**config.mk**
```make
export PLATFORM = sky130hd
export DESIGN_NAME = connection_table_round_robin_top
export DESIGN_NICKNAME = d
export VERILOG_FILES = /design/src/rtl/cte_pkg.sv /design/src/rtl/connection_table_round_robin_top.sv /design/src/rtl/cte_front.sv /design/src/rtl/cte_queue.sv /design/src/rtl/cte_back.sv
export SDC_FILE = /design/constraint.sdc
export NUM_CORES = 2
export LEC_CHECK = 0
export BUFFER_PORTS_ARGS = -buffer_cell sky130_fd_sc_hd__buf_2
export CAP_MARGIN = 20
export CELL_PAD_IN_SITES_DETAIL_PLACEMENT = 1
export CELL_PAD_IN_SITES_GLOBAL_PLACEMENT = 1
export CORE_MARGIN = 2
export CORE_UTILIZATION = 30
export DETAILED_ROUTE_END_ITERATION = 10
export PLACE_DENSITY = 0.48
export SYNTH_ARGS = -nofsm -noshare
export SYNTH_HDL_FRONTEND = slang
export SYNTH_SLANG_ARGS = --single-unit
```
**constraint.sdc**
```tcl
create_clock -name clock -period 4.9 [get_ports clock]
set_input_delay 0.735 -clock clock [delete_from_list [all_inputs] [get_ports clock]]
set_output_delay 0.735 -clock clock [all_outputs]
set_load 0.01 [all_outputs]
```
**src/rtl/cte_pkg.sv**
```systemverilog
// Shared types and constants for the connection table.
package cte_pkg;

   localparam int KEY_W       = 64;
   localparam int V4_ADDR_W   = 32;
   localparam int V6_ADDR_W   = 48;
   localparam int SLOT_W      = 4;
   localparam int FPOS_W      = 3;
   localparam int QUEUE_DEPTH = 2;

   localparam logic [15:0] ETHTYPE_IPV4 = 16'h0800;
   localparam logic [15:0] ETHTYPE_IPV6 = 16'h86DD;
   localparam logic [7:0]  PROTO_TCP    = 8'd6;

   typedef enum logic [1:0] {
      CMD_LOOKUP = 2'd0,
      CMD_ADD    = 2'd1,
      CMD_APPEND = 2'd2,
      CMD_UNUSED = 2'd3
   } cmd_type;

   typedef enum logic [1:0] {
      BK_IDLE,
      BK_MATCH,
      BK_RESOLVE
   } bk_state_type;

   typedef struct packed {
      cmd_type     cmd;
      logic        is_ipv6;
      logic [47:0] src_addr;
      logic [15:0] src_port;
      logic [15:0] eth_type;
      logic [7:0]  ip_protocol;
      logic [3:0]  slot_select;
   } req_type;

   typedef struct packed {
      logic              hit;
      logic [SLOT_W-1:0] slot;
      logic [FPOS_W-1:0] frame_position;
      logic              tcp_mark;
   } rsp_type;

   // Classified command as handed from the front end to the table engine.
   typedef struct packed {
      cmd_type           cmd;
      logic [KEY_W-1:0]  key;
      logic              tcp;
      logic [SLOT_W-1:0] slot_sel;
   } item_type;

endpackage

```
**src/rtl/connection_table_round_robin_top.sv**
```systemverilog
// Path from request to response: front register, queue, compare state, resolve state.
// The engine takes one transaction at a time; the next is popped as the last one resolves.
// Response stalls back up through the two-entry queue to req_stall.
// Reset: synchronous, active high; clears TCP marks, frame positions, the insert pointer
// and the per-slot key valid bits, so all keys read as zero without a clearing pass.
module connection_table_round_robin_top #(
   parameter int TABLE_ENTRIES    = 16,
   parameter int FRAMES_PER_ENTRY = 8
) (
   input  logic             clock,
   input  logic             reset,
   input  logic             req_valid,
   output logic             req_stall,
   input  cte_pkg::req_type req_data,
   output logic             rsp_valid,
   input  logic             rsp_stall,
   output cte_pkg::rsp_type rsp_data
);

   // Front end -> queue
   logic              push;
   cte_pkg::item_type push_data;
   logic              queue_full;

   // Queue -> table engine
   logic              pop;
   logic              not_empty;
   cte_pkg::item_type head;

   // Front end: builds the 64-bit key (v4: port above 32 address bits,
   // v6: port above 48 address bits), does the TCP test and reduces
   // slot_select modulo the table size.
   cte_front #(
      .TABLE_ENTRIES(TABLE_ENTRIES)
   ) u_front (
      .clock      (clock),
      .reset      (reset),
      .req_valid  (req_valid),
      .req_stall  (req_stall),
      .req_data   (req_data),
      .push       (push),
      .push_data  (push_data),
      .queue_full (queue_full)
   );

   // Decouples the front end from the engine so either side can stall.
   cte_queue u_queue (
      .clock     (clock),
      .reset     (reset),
      .push      (push),
      .push_data (push_data),
      .pop       (pop),
      .full      (queue_full),
      .not_empty (not_empty),
      .head      (head)
   );

   // Engine: one transaction at a time. The compare cycle registers a
   // match bit per slot; the resolve cycle picks the lowest match, applies
   // add/append updates and loads the response register.
   cte_back #(
      .TABLE_ENTRIES   (TABLE_ENTRIES),
      .FRAMES_PER_ENTRY(FRAMES_PER_ENTRY)
   ) u_back (
      .clock     (clock),
      .reset     (reset),
      .not_empty (not_empty),
      .head      (head),
      .pop       (pop),
      .rsp_valid (rsp_valid),
      .rsp_stall (rsp_stall),
      .rsp_data  (rsp_data)
   );

endmodule

```
**src/rtl/cte_front.sv**
```systemverilog
// Front end: accepts requests, builds the key, runs the TCP test, reduces the slot.
module cte_front #(
   parameter int TABLE_ENTRIES = 16
) (
   input  logic              clock,
   input  logic              reset,
   input  logic              req_valid,
   output logic              req_stall,
   input  cte_pkg::req_type  req_data,
   output logic              push,
   output cte_pkg::item_type push_data,
   input  logic              queue_full
);

   logic              valid_ff, valid_in;
   cte_pkg::item_type item_ff, item_in;
   logic              load;

   always_comb begin
      item_in.cmd = req_data.cmd;
      if (req_data.is_ipv6) begin
         item_in.key = {req_data.src_port, req_data.src_addr[cte_pkg::V6_ADDR_W-1:0]};
      end else begin
         item_in.key = {16'h0000, req_data.src_port,
                        req_data.src_addr[cte_pkg::V4_ADDR_W-1:0]};
      end
      item_in.tcp = ((req_data.eth_type == cte_pkg::ETHTYPE_IPV4) ||
                     (req_data.eth_type == cte_pkg::ETHTYPE_IPV6)) &&
                    (req_data.ip_protocol == cte_pkg::PROTO_TCP);
      // slot_select modulo table size, as a 16-entry constant table
      item_in.slot_sel = '0;
      for (int i = 0; i < 16; i++) begin
         if (req_data.slot_select == 4'(i)) begin
            item_in.slot_sel = cte_pkg::SLOT_W'(i % TABLE_ENTRIES);
         end
      end
   end

   assign push      = valid_ff && !queue_full;
   assign req_stall = valid_ff && queue_full;
   assign load      = req_valid && !req_stall;
   assign push_data = item_ff;

   always_comb begin
      valid_in = valid_ff;
      if (load) begin
         valid_in = 1'b1;
      end else if (push) begin
         valid_in = 1'b0;
      end
   end

   always_ff @(posedge clock) begin
      if (reset) begin
         valid_ff <= 1'b0;
      end else begin
         valid_ff <= valid_in;
      end
   end

   always_ff @(posedge clock) begin
      if (load) begin
         item_ff <= item_in;
      end
   end

endmodule

```
**src/rtl/cte_queue.sv**
```systemverilog
// Two-entry queue between the front end and the table engine.
module cte_queue (
   input  logic              clock,
   input  logic              reset,
   input  logic              push,
   input  cte_pkg::item_type push_data,
   input  logic              pop,
   output logic              full,
   output logic              not_empty,
   output cte_pkg::item_type head
);

   localparam int PTR_W = $clog2(cte_pkg::QUEUE_DEPTH);
   localparam int CNT_W = $clog2(cte_pkg::QUEUE_DEPTH + 1);

   cte_pkg::item_type  mem_ff [cte_pkg::QUEUE_DEPTH];
   logic [PTR_W-1:0]   wr_ptr_ff, wr_ptr_in;
   logic [PTR_W-1:0]   rd_ptr_ff, rd_ptr_in;
   logic [CNT_W-1:0]   count_ff, count_in;

   assign full      = (count_ff == CNT_W'(cte_pkg::QUEUE_DEPTH));
   assign not_empty = (count_ff != '0);
   assign head      = mem_ff[rd_ptr_ff];

   function automatic logic [PTR_W-1:0] bump(input logic [PTR_W-1:0] p);
      bump = (p == PTR_W'(cte_pkg::QUEUE_DEPTH - 1)) ? '0 : p + PTR_W'(1);
   endfunction

   always_comb begin
      wr_ptr_in = push ? bump(wr_ptr_ff) : wr_ptr_ff;
      rd_ptr_in = pop  ? bump(rd_ptr_ff) : rd_ptr_ff;
      count_in  = count_ff;
      if (push && !pop) begin
         count_in = count_ff + CNT_W'(1);
      end else if (pop && !push) begin
         count_in = count_ff - CNT_W'(1);
      end
   end

   always_ff @(posedge clock) begin
      if (reset) begin
         wr_ptr_ff <= '0;
         rd_ptr_ff <= '0;
         count_ff  <= '0;
      end else begin
         wr_ptr_ff <= wr_ptr_in;
         rd_ptr_ff <= rd_ptr_in;
         count_ff  <= count_in;
      end
   end

   always_ff @(posedge clock) begin
      if (push) begin
         mem_ff[wr_ptr_ff] <= push_data;
      end
   end

endmodule

```
**src/rtl/cte_back.sv**
```systemverilog
// Table engine: key compare, lowest-match encode, slot updates, result register.
module cte_back #(
   parameter int TABLE_ENTRIES    = 16,
   parameter int FRAMES_PER_ENTRY = 8
) (
   input  logic              clock,
   input  logic              reset,
   input  logic              not_empty,
   input  cte_pkg::item_type head,
   output logic              pop,
   output logic              rsp_valid,
   input  logic              rsp_stall,
   output cte_pkg::rsp_type  rsp_data
);

   localparam int SW = $clog2(TABLE_ENTRIES);
   localparam int FW = $clog2(FRAMES_PER_ENTRY);

   cte_pkg::bk_state_type state_ff, state_in;
   cte_pkg::item_type     op_ff;
   logic [TABLE_ENTRIES-1:0] match_ff;

   logic [cte_pkg::KEY_W-1:0] key_ff [TABLE_ENTRIES];
   logic [TABLE_ENTRIES-1:0]  key_vld_ff;
   logic [TABLE_ENTRIES-1:0]  tcp_ff;
   logic [FW-1:0]             fpos_ff [TABLE_ENTRIES];
   logic [SW-1:0]             ptr_ff, ptr_in;

   logic             rsp_valid_ff, rsp_valid_in;
   cte_pkg::rsp_type rsp_ff, rsp_in;

   logic          out_free, fire;
   logic          hit_any;
   logic [SW-1:0] enc_slot;
   logic [SW+3:0] sel_ext;
   logic [SW-1:0] sel_idx;
   logic [SW-1:0] slot_idx;
   logic [FW-1:0] fpos_out;
   logic [SW+3:0] slot_ext;
   logic [FW+2:0] fpos_ext;
   logic          do_add, do_append;
   logic [SW-1:0] upd_idx;
   logic [FW-1:0] upd_pos;

   assign out_free = !rsp_valid_ff || !rsp_stall;
   assign fire     = (state_ff == cte_pkg::BK_RESOLVE) && out_free;

   always_comb begin
      state_in = state_ff;
      pop      = 1'b0;
      unique case (state_ff)
         cte_pkg::BK_IDLE: begin
            if (not_empty) begin
               pop      = 1'b1;
               state_in = cte_pkg::BK_MATCH;
            end
         end
         cte_pkg::BK_MATCH: begin
            state_in = cte_pkg::BK_RESOLVE;
         end
         cte_pkg::BK_RESOLVE: begin
            if (out_free) begin
               pop      = not_empty;
               state_in = not_empty ? cte_pkg::BK_MATCH : cte_pkg::BK_IDLE;
            end
         end
         default: begin
            state_in = cte_pkg::BK_IDLE;
         end
      endcase
   end

   // lowest matching slot
   always_comb begin
      hit_any  = |match_ff;
      enc_slot = '0;
      for (int i = TABLE_ENTRIES - 1; i >= 0; i--) begin
         if (match_ff[i]) begin
            enc_slot = SW'(i);
         end
      end
   end

   assign sel_ext = {{SW{1'b0}}, op_ff.slot_sel};
   assign sel_idx = sel_ext[SW-1:0];

   always_comb begin
      rsp_in    = '0;
      slot_idx  = '0;
      fpos_out  = '0;
      do_add    = 1'b0;
      do_append = 1'b0;
      upd_idx   = sel_idx;
      upd_pos   = '0;
      case (op_ff.cmd)
         cte_pkg::CMD_LOOKUP: begin
            rsp_in.hit      = hit_any;
            slot_idx        = enc_slot;
            rsp_in.tcp_mark = tcp_ff[enc_slot];
         end
         cte_pkg::CMD_ADD: begin
            do_add          = 1'b1;
            slot_idx        = ptr_ff;
            upd_idx         = ptr_ff;
            upd_pos         = FW'(1);   // frame 0 appended
            rsp_in.tcp_mark = op_ff.tcp;
         end
         cte_pkg::CMD_APPEND: begin
            do_append       = 1'b1;
            slot_idx        = sel_idx;
            fpos_out        = fpos_ff[sel_idx];
            upd_pos         = (fpos_ff[sel_idx] == FW'(FRAMES_PER_ENTRY - 1)) ?
                              '0 : fpos_ff[sel_idx] + FW'(1);
            rsp_in.tcp_mark = tcp_ff[sel_idx];
         end
         default: begin
            rsp_in = '0;
         end
      endcase
      slot_ext              = {4'b0000, slot_idx};
      fpos_ext              = {3'b000, fpos_out};
      rsp_in.slot           = slot_ext[cte_pkg::SLOT_W-1:0];
      rsp_in.frame_position = fpos_ext[cte_pkg::FPOS_W-1:0];
   end

   always_comb begin
      ptr_in = ptr_ff;
      if (fire && do_add) begin
         ptr_in = (ptr_ff == SW'(TABLE_ENTRIES - 1)) ? '0 : ptr_ff + SW'(1);
      end
      rsp_valid_in = rsp_valid_ff && rsp_stall;
      if (fire) begin
         rsp_valid_in = 1'b1;
      end
   end

   always_ff @(posedge clock) begin
      if (reset) begin
         state_ff     <= cte_pkg::BK_IDLE;
         rsp_valid_ff <= 1'b0;
         ptr_ff       <= '0;
         key_vld_ff   <= '0;
         tcp_ff       <= '0;
         for (int i = 0; i < TABLE_ENTRIES; i++) begin
            fpos_ff[i] <= '0;
         end
      end else begin
         state_ff     <= state_in;
         rsp_valid_ff <= rsp_valid_in;
         ptr_ff       <= ptr_in;
         if (fire && do_add) begin
            key_vld_ff[upd_idx] <= 1'b1;
            tcp_ff[upd_idx]     <= op_ff.tcp;
         end
         if (fire && (do_add || do_append)) begin
            fpos_ff[upd_idx] <= upd_pos;
         end
      end
   end

   always_ff @(posedge clock) begin
      if (pop) begin
         op_ff <= head;
      end
      if (fire && do_add) begin
         key_ff[upd_idx] <= op_ff.key;
      end
      if (fire) begin
         rsp_ff <= rsp_in;
      end
   end

   // per-slot compare; a never-written slot matches key zero
   always_ff @(posedge clock) begin
      if (state_ff == cte_pkg::BK_MATCH) begin
         for (int i = 0; i < TABLE_ENTRIES; i++) begin
            match_ff[i] <= key_vld_ff[i] ? (key_ff[i] == op_ff.key) :
                                           (op_ff.key == '0);
         end
      end
   end

   assign rsp_valid = rsp_valid_ff;
   assign rsp_data  = rsp_ff;

endmodule
```
Yosys cells after proc, flatten, opt, wreduce, memory -nomap -nowiden
Memories as Yosys holds them, arrays and structs flattened. A register that Yosys moved wholly into a read port is not among the register bits. Index checks and enable logic that the tools add are counted. W data, S select, Z words.

Bits in registers: 140. Bits in writable memories: 1214. Bits of input ports: 99. Logic and storage cells: 199. Memories: 3.

Add/sub/neg operators: 6. $lt $le $gt $ge: 4. Eq/ne operators: 43. Muxes and demuxes: 88. Bitwise logic cells: 1. Reductions and logical operators: 32.

Memories: u_back.key_ff (words 16, bits a word 64, read ports 16, clocked after Yosys merged registers in 0, wr ports 1, line cte_back.sv:23) `logic [cte_pkg::KEY_W-1:0] key_ff [TABLE_ENTRIES];`; u_queue.mem_ff (words 2, bits a word 71, read ports 1, clocked after Yosys merged registers in 1, wr ports 1, line cte_queue.sv:16) `cte_pkg::item_type mem_ff [cte_pkg::QUEUE_DEPTH];`; u_back.fpos_ff (words 16, bits a word 3, read ports 1, clocked after Yosys merged registers in 0, wr ports 16, line cte_back.sv:26) `logic [FW-1:0] fpos_ff [TABLE_ENTRIES];`.

Operators by type and width (count): $eq A64 B64 Y1 (16); $mux W4 (19); $logic_not A64 Y1 (1); $mux W48 (1); $mux W1 (41); $eq A4 B4 Y1 const B (9); $mux W3 (10); $bwmux W16 (1); $eq A16 B12 Y1 const B (1); $eq A16 B16 Y1 const B (1); $eq A4 B3 Y1 const B (4); $mux W2 (8); $or A16 B16 Y16 (1); $reduce_or A16 Y1 (1); $lt A4 B5 Y1 const B (3); $pmux W4 S3 (1); $logic_and A1 B1 Y1 (11); $bmux W1 S4 (2); $eq A4 B2 Y1 const B (2); $eq A8 B3 Y1 const B (1); $reduce_or A8 Y1 (1); $eq A2 B2 Y1 const B (3); $logic_not A1 Y1 (6); $pmux W2 S3 (1); other kinds (21) (29).

Depth between registers and ports, before layout
Depth in word-level cells: 19. Depth in mapped cells: 10.

By module
From an unflattened synthesis, not the netlist that was laid out.

Cell total of the unflattened synthesis: 3596. Area total of the unflattened synthesis: 58163.3 sq um.

Modules (own cells, without submodules): cte_back (instances 1, cells an instance 3224, area an instance 50236.9 sq um); cte_queue (instances 1, cells an instance 243, area an instance 5357.6 sq um); cte_front (instances 1, cells an instance 129, area an instance 2568.7 sq um).

Worst setup path before layout
Ideal clock, no wire load.

Kind: in2reg. From: input port rsp_stall. To: register u_back.tcp_ff[12]. Library setup time: 0.128 ns. Data arrival time: 5.171 ns. Data required time: 4.772 ns. Setup slack: -0.399 ns. Stages: 7. Buffers on the path: 1. Cell sequence: a21oi_1 and2_1 clkbuf_1 nand2_1 nor2_1 mux2i_1 nor2_1.

Longest elaborated chain between the ends: 4.

RTL lines: from (decl) (line connection_table_round_robin_top.sv:16) `input logic rsp_stall,`; $logic_not A1 Y1 (line cte_back.sv:45) `assign out_free = !rsp_valid_ff || !rsp_stall;`; $logic_or A1 B1 Y1 (line cte_back.sv:45); $logic_and A1 B1 Y1 (line cte_back.sv:46) `assign fire = (state_ff == cte_pkg::BK_RESOLVE) && out_free;`; $logic_and A1 B1 Y1 (line cte_back.sv:151) `if (fire && do_add) begin`; to (signal, indexed assignment) (line cte_back.sv:153) `tcp_ff[upd_idx] <= op_ff.tcp;`; to (decl) (line cte_back.sv:25) `logic [TABLE_ENTRIES-1:0] tcp_ff;`.

Every way passes these cells. A chain may end at the register's enable or synchronous reset.

Worst setup path after layout
From: register u_back.op_ff[56] (netlist name). To: register u_back.match_ff[12], data pin.

Longest elaborated chain between the ends: 2. Elaborated cells between the ends (all ways): 3. Classes of those cells: eq/ne: 1; mux: 1; reduce/logical: 1.

RTL lines: $eq A64 B64 Y1 / $logic_not A64 Y1 (equally long branches) (line cte_back.sv:177, cte_back.sv:178); $mux W1 (*) (line cte_back.sv:177) `match_ff[i] <= key_vld_ff[i] ? (key_ff[i] == op_ff.key) :`; to (signal, indexed assignment) (line cte_back.sv:177); to (decl) (line cte_back.sv:21) `logic [TABLE_ENTRIES-1:0] match_ff;`.

Mark *: on every way between the ends. The rest lies on a longest branch, timed or not.

==> results.cfg <==
[outcome]
status = completed

[cts]
holdBufCountCts = 0
clk-insertion-delay-late_ns = 0.82
cts.sink_count = 1425
post_cts_buffers = 0
path_clk_slew_ns = 0.06
cts_tree = built
clk_path_buf_depth = 3
cts_root_buf = clkbuf_16
cts_buffers = 160
cts_resized = 0
htreeDepth = 4

[layout]
drive_gt1_share_pct = 17.4
multi_input_area_um2 = 14500
register_area_um2 = 42400
final_nets = 4000
utilization_pct = 35.5
areaGrowthSynthToFinish_pct = 18.0
final_cells = 6558
stdcell_area_um2 = 68200
fillers = 19400

[sta]
fin_ws_ns = 1.18
holdWs_ns = 0.0977
fin_setup_tns_ns = 0
min_period_ns = 3.72
setup_viol = 0
worstMarginPinSlew_ns = 1.20
max_freq_ghz = 0.269
finalClockSkew_ns = 0.0389
report.final.hold_viol_count = 0
slew_headroom_pct = 20.2
drv_slew = 0
fin_crit_sh_pct = 75.9
rsz0062_at_grt = no

[min_path]
holdCritStartpoint = req_data[59]
hold_path.class = primary input to flip-flop
min_delay_path_depth = 1
hold_path_end = u_front.push_data[20]

[synthesis]
synth_edf_count = 1381
avgSynthCellArea_um2 = 16.3
yosysTopAreaCell = edfxtp_1
synth_ff_type = edfxtp_1
synth_cell_types = 63
ys_async_sr_fraction_pct = 0
synth_top_area_share_pct = 71.7
seq_area_frac_synth_pct = 73.2
netlist_area_um2 = 57800
synth_nets = 3662
yosys_warnings = 0
synth_cells = 3555
synth_area_leaders = edfxtp_1, xor2_1, xnor2_1
synth_seq_cells = 1425

[power]
power.density_nw_per_um2 = 545
vdd_drop_max_mv = 0.406
p_total_mw = 37.2
p_leak_nw = 21.9

[setup_path]
slowest_delay_ns = 1.10
timing.rr.end = u_back.match_ff[12]
crit_type = flip-flop to flip-flop
path_cells = inv_1, a22o_1, nor4_1, nand3_1, nor4_1, nand4_1, o21ai_0
critPathTopFamily = simple AND/OR/NAND/NOR gates
crit_fanout = 9
r2r_start = u_back.op_ff[56]
cpMaxStageDelayCell = edfxtp_1
reg2reg_depth = 7
crit_top_cell = nor4_1
rrSetupSlack_ns = 1.18
crit_arrival_ns = 4.38
critPathBufInv = 1
cp-end-kind = flip-flop
crit_path_start_kind = flip-flop
worstPathRequired_ns = 5.56

[global_route]
grt_util_all_layers_pct = 20.0
grt_pass1_wl_mm = 274
grt_max_degree = 68
gr-total-overflow = 0
grt_pass1_vias = 33700
antenna_found_initial = 26

[floorplanning]
die_x_um = 443
die-area_um2 = 196000
ios = 110
rows = 161
start_util_pct = 30.1
die_y_um = 443
core_area_um2 = 192000

[route]
drt_iter0_markers = 3550
ant_nets = 0
vias = 33200
wl_mm = 198
wire_per_inst_um = 30.2
drtPass1Iterations = 5
drc = 0
avgViaCountPerCell = 5.06

[placement]
postPlaceCellArea_um2 = 63200
dp_slack_ns = 1.17
hpwl_mm = 135
dp.cells = 6257
io_buffers = 109
gp_congestion = 0.840

[run]
maxCapViolCount = 0
==> routing by layer <==
metal  global-route usage (%)  vias to the layer above  part of all wire (%)  wire length, um
li1                         -                    14300                     -                -
met1                     28.2                    17400                    45            89100
met2                     31.2                     1188                    46            90500
met3                     3.65                      276                   6.4            12600
met4                     6.46                        0                   3.1             6110
met5                        0                        -                     0                0
==> report_power, final <==
part           switching [mW]  internal [mW]
Clock                    5.14           6.61
Combinational            6.57           2.88
Sequential               1.11           14.9
==> Yosys cell counts, drive strengths merged, types with 5 or more instances <==
library cell	count
xor2	391
xnor2	379
ha	8
and2	20
a31oi	5
nor4	166
o21ai	27
o2bb2ai	39
or4	8
nor2	141
clkinv	10
nand2	58
o2111ai	15
a22oi	8
buf	48
a22o	33
nand3	18
mux2	89
a21oi	20
nand4	134
nor3	18
o32ai	5
o22ai	88
dfxtp	44
edfxtp	1381
mux2i	19
nand2b	23
a222oi	16
o221ai	16
a221o	6
a221oi	36
inv	109
clkbuf	119
mux4	20
==> worst max path at each step <==
stage               slack, ns              start                    end  cells past startpoint
floorplan               -0.35          rsp_stall      u_back.tcp_ff[10]                      7
global placement         1.16   u_back.op_ff[56]    u_back.match_ff[12]                      7
detailed placement       1.17   u_back.op_ff[56]    u_back.match_ff[12]                      7
CTS                      1.17   u_back.op_ff[56]    u_back.match_ff[12]                      7
global route             0.92  u_back.sel_idx[0]  u_back.key_ff[11][15]                      6
finish                   1.18   u_back.op_ff[56]    u_back.match_ff[12]                      7
==> cell type report <==
cell class / count / area share (%)
diodes: 4 / 0.0147
clock buffers: 216 / 6.28
clock inverters: 81 / 1.11
inverters: 119 / 0.656
multi-input cells: 1844 / 21.3
flip-flops and latches: 1425 / 62.1
well taps: 2526 / 4.63
repair buffers: 343 / 3.96
==> layout by cell type (no fill, tap or decap), types with 19 or more instances in the layout <==
master	n
buf_2	109
nand2_1	58
a21oi_1	20
nand2b_1	23
o21ai_0	24
xnor2_1	379
a221oi_1	36
clkinv_2	21
and2_1	20
nor2_1	114
inv_1	108
clkinv_1	44
buf_4	203
mux2i_1	19
mux4_2	19
buf_12	29
nor4_1	166
clkbuf_16	160
mux2_2	89
nand4_1	134
nor2_4	27
xor2_1	391
o2bb2ai_1	39
edfxtp_1	1381
dfxtp_1	43
a22o_1	33
o22ai_1	88
clkbuf_1	49
==> sequential cells by signal, indices dropped and copies added, names as in the netlist <==
name	cells
u_back.state_ff	2
u_queue.rd_ptr_ff	1
u_back.rsp_valid	1
u_back.op_ff	67
u_front.push_data	71
u_back.ptr_ff	4
u_front.valid_ff	1
u_back.fpos_ff	48
u_back.match_ff	16
u_queue.mem_ff	142
u_back.rsp_data	9
u_back.tcp_ff	16
u_back.key_vld_ff	16
u_back.sel_idx	4
u_back.key_ff	1024
u_queue.wr_ptr_ff	1
u_queue.count_ff	2
==> kinds of logic (layout without fill, tap and decap cells) <==
group                      Yosys count  count (layout)  share of synthesized area [%]
AOI/OAI and AO/OA                  328             328                           4.30
muxes                              128             128                           2.85
buffers and inverters              286             759                           1.93
DFF                               1425            1425                           73.2
and+or+nand+nor                    610             610                           5.87
other                                0               4                              0
adders and majority gates            8               8                          0.173
xor gates and xnor gates           770             770                           11.7
Note: power is estimated with default switching activity, not from simulation.
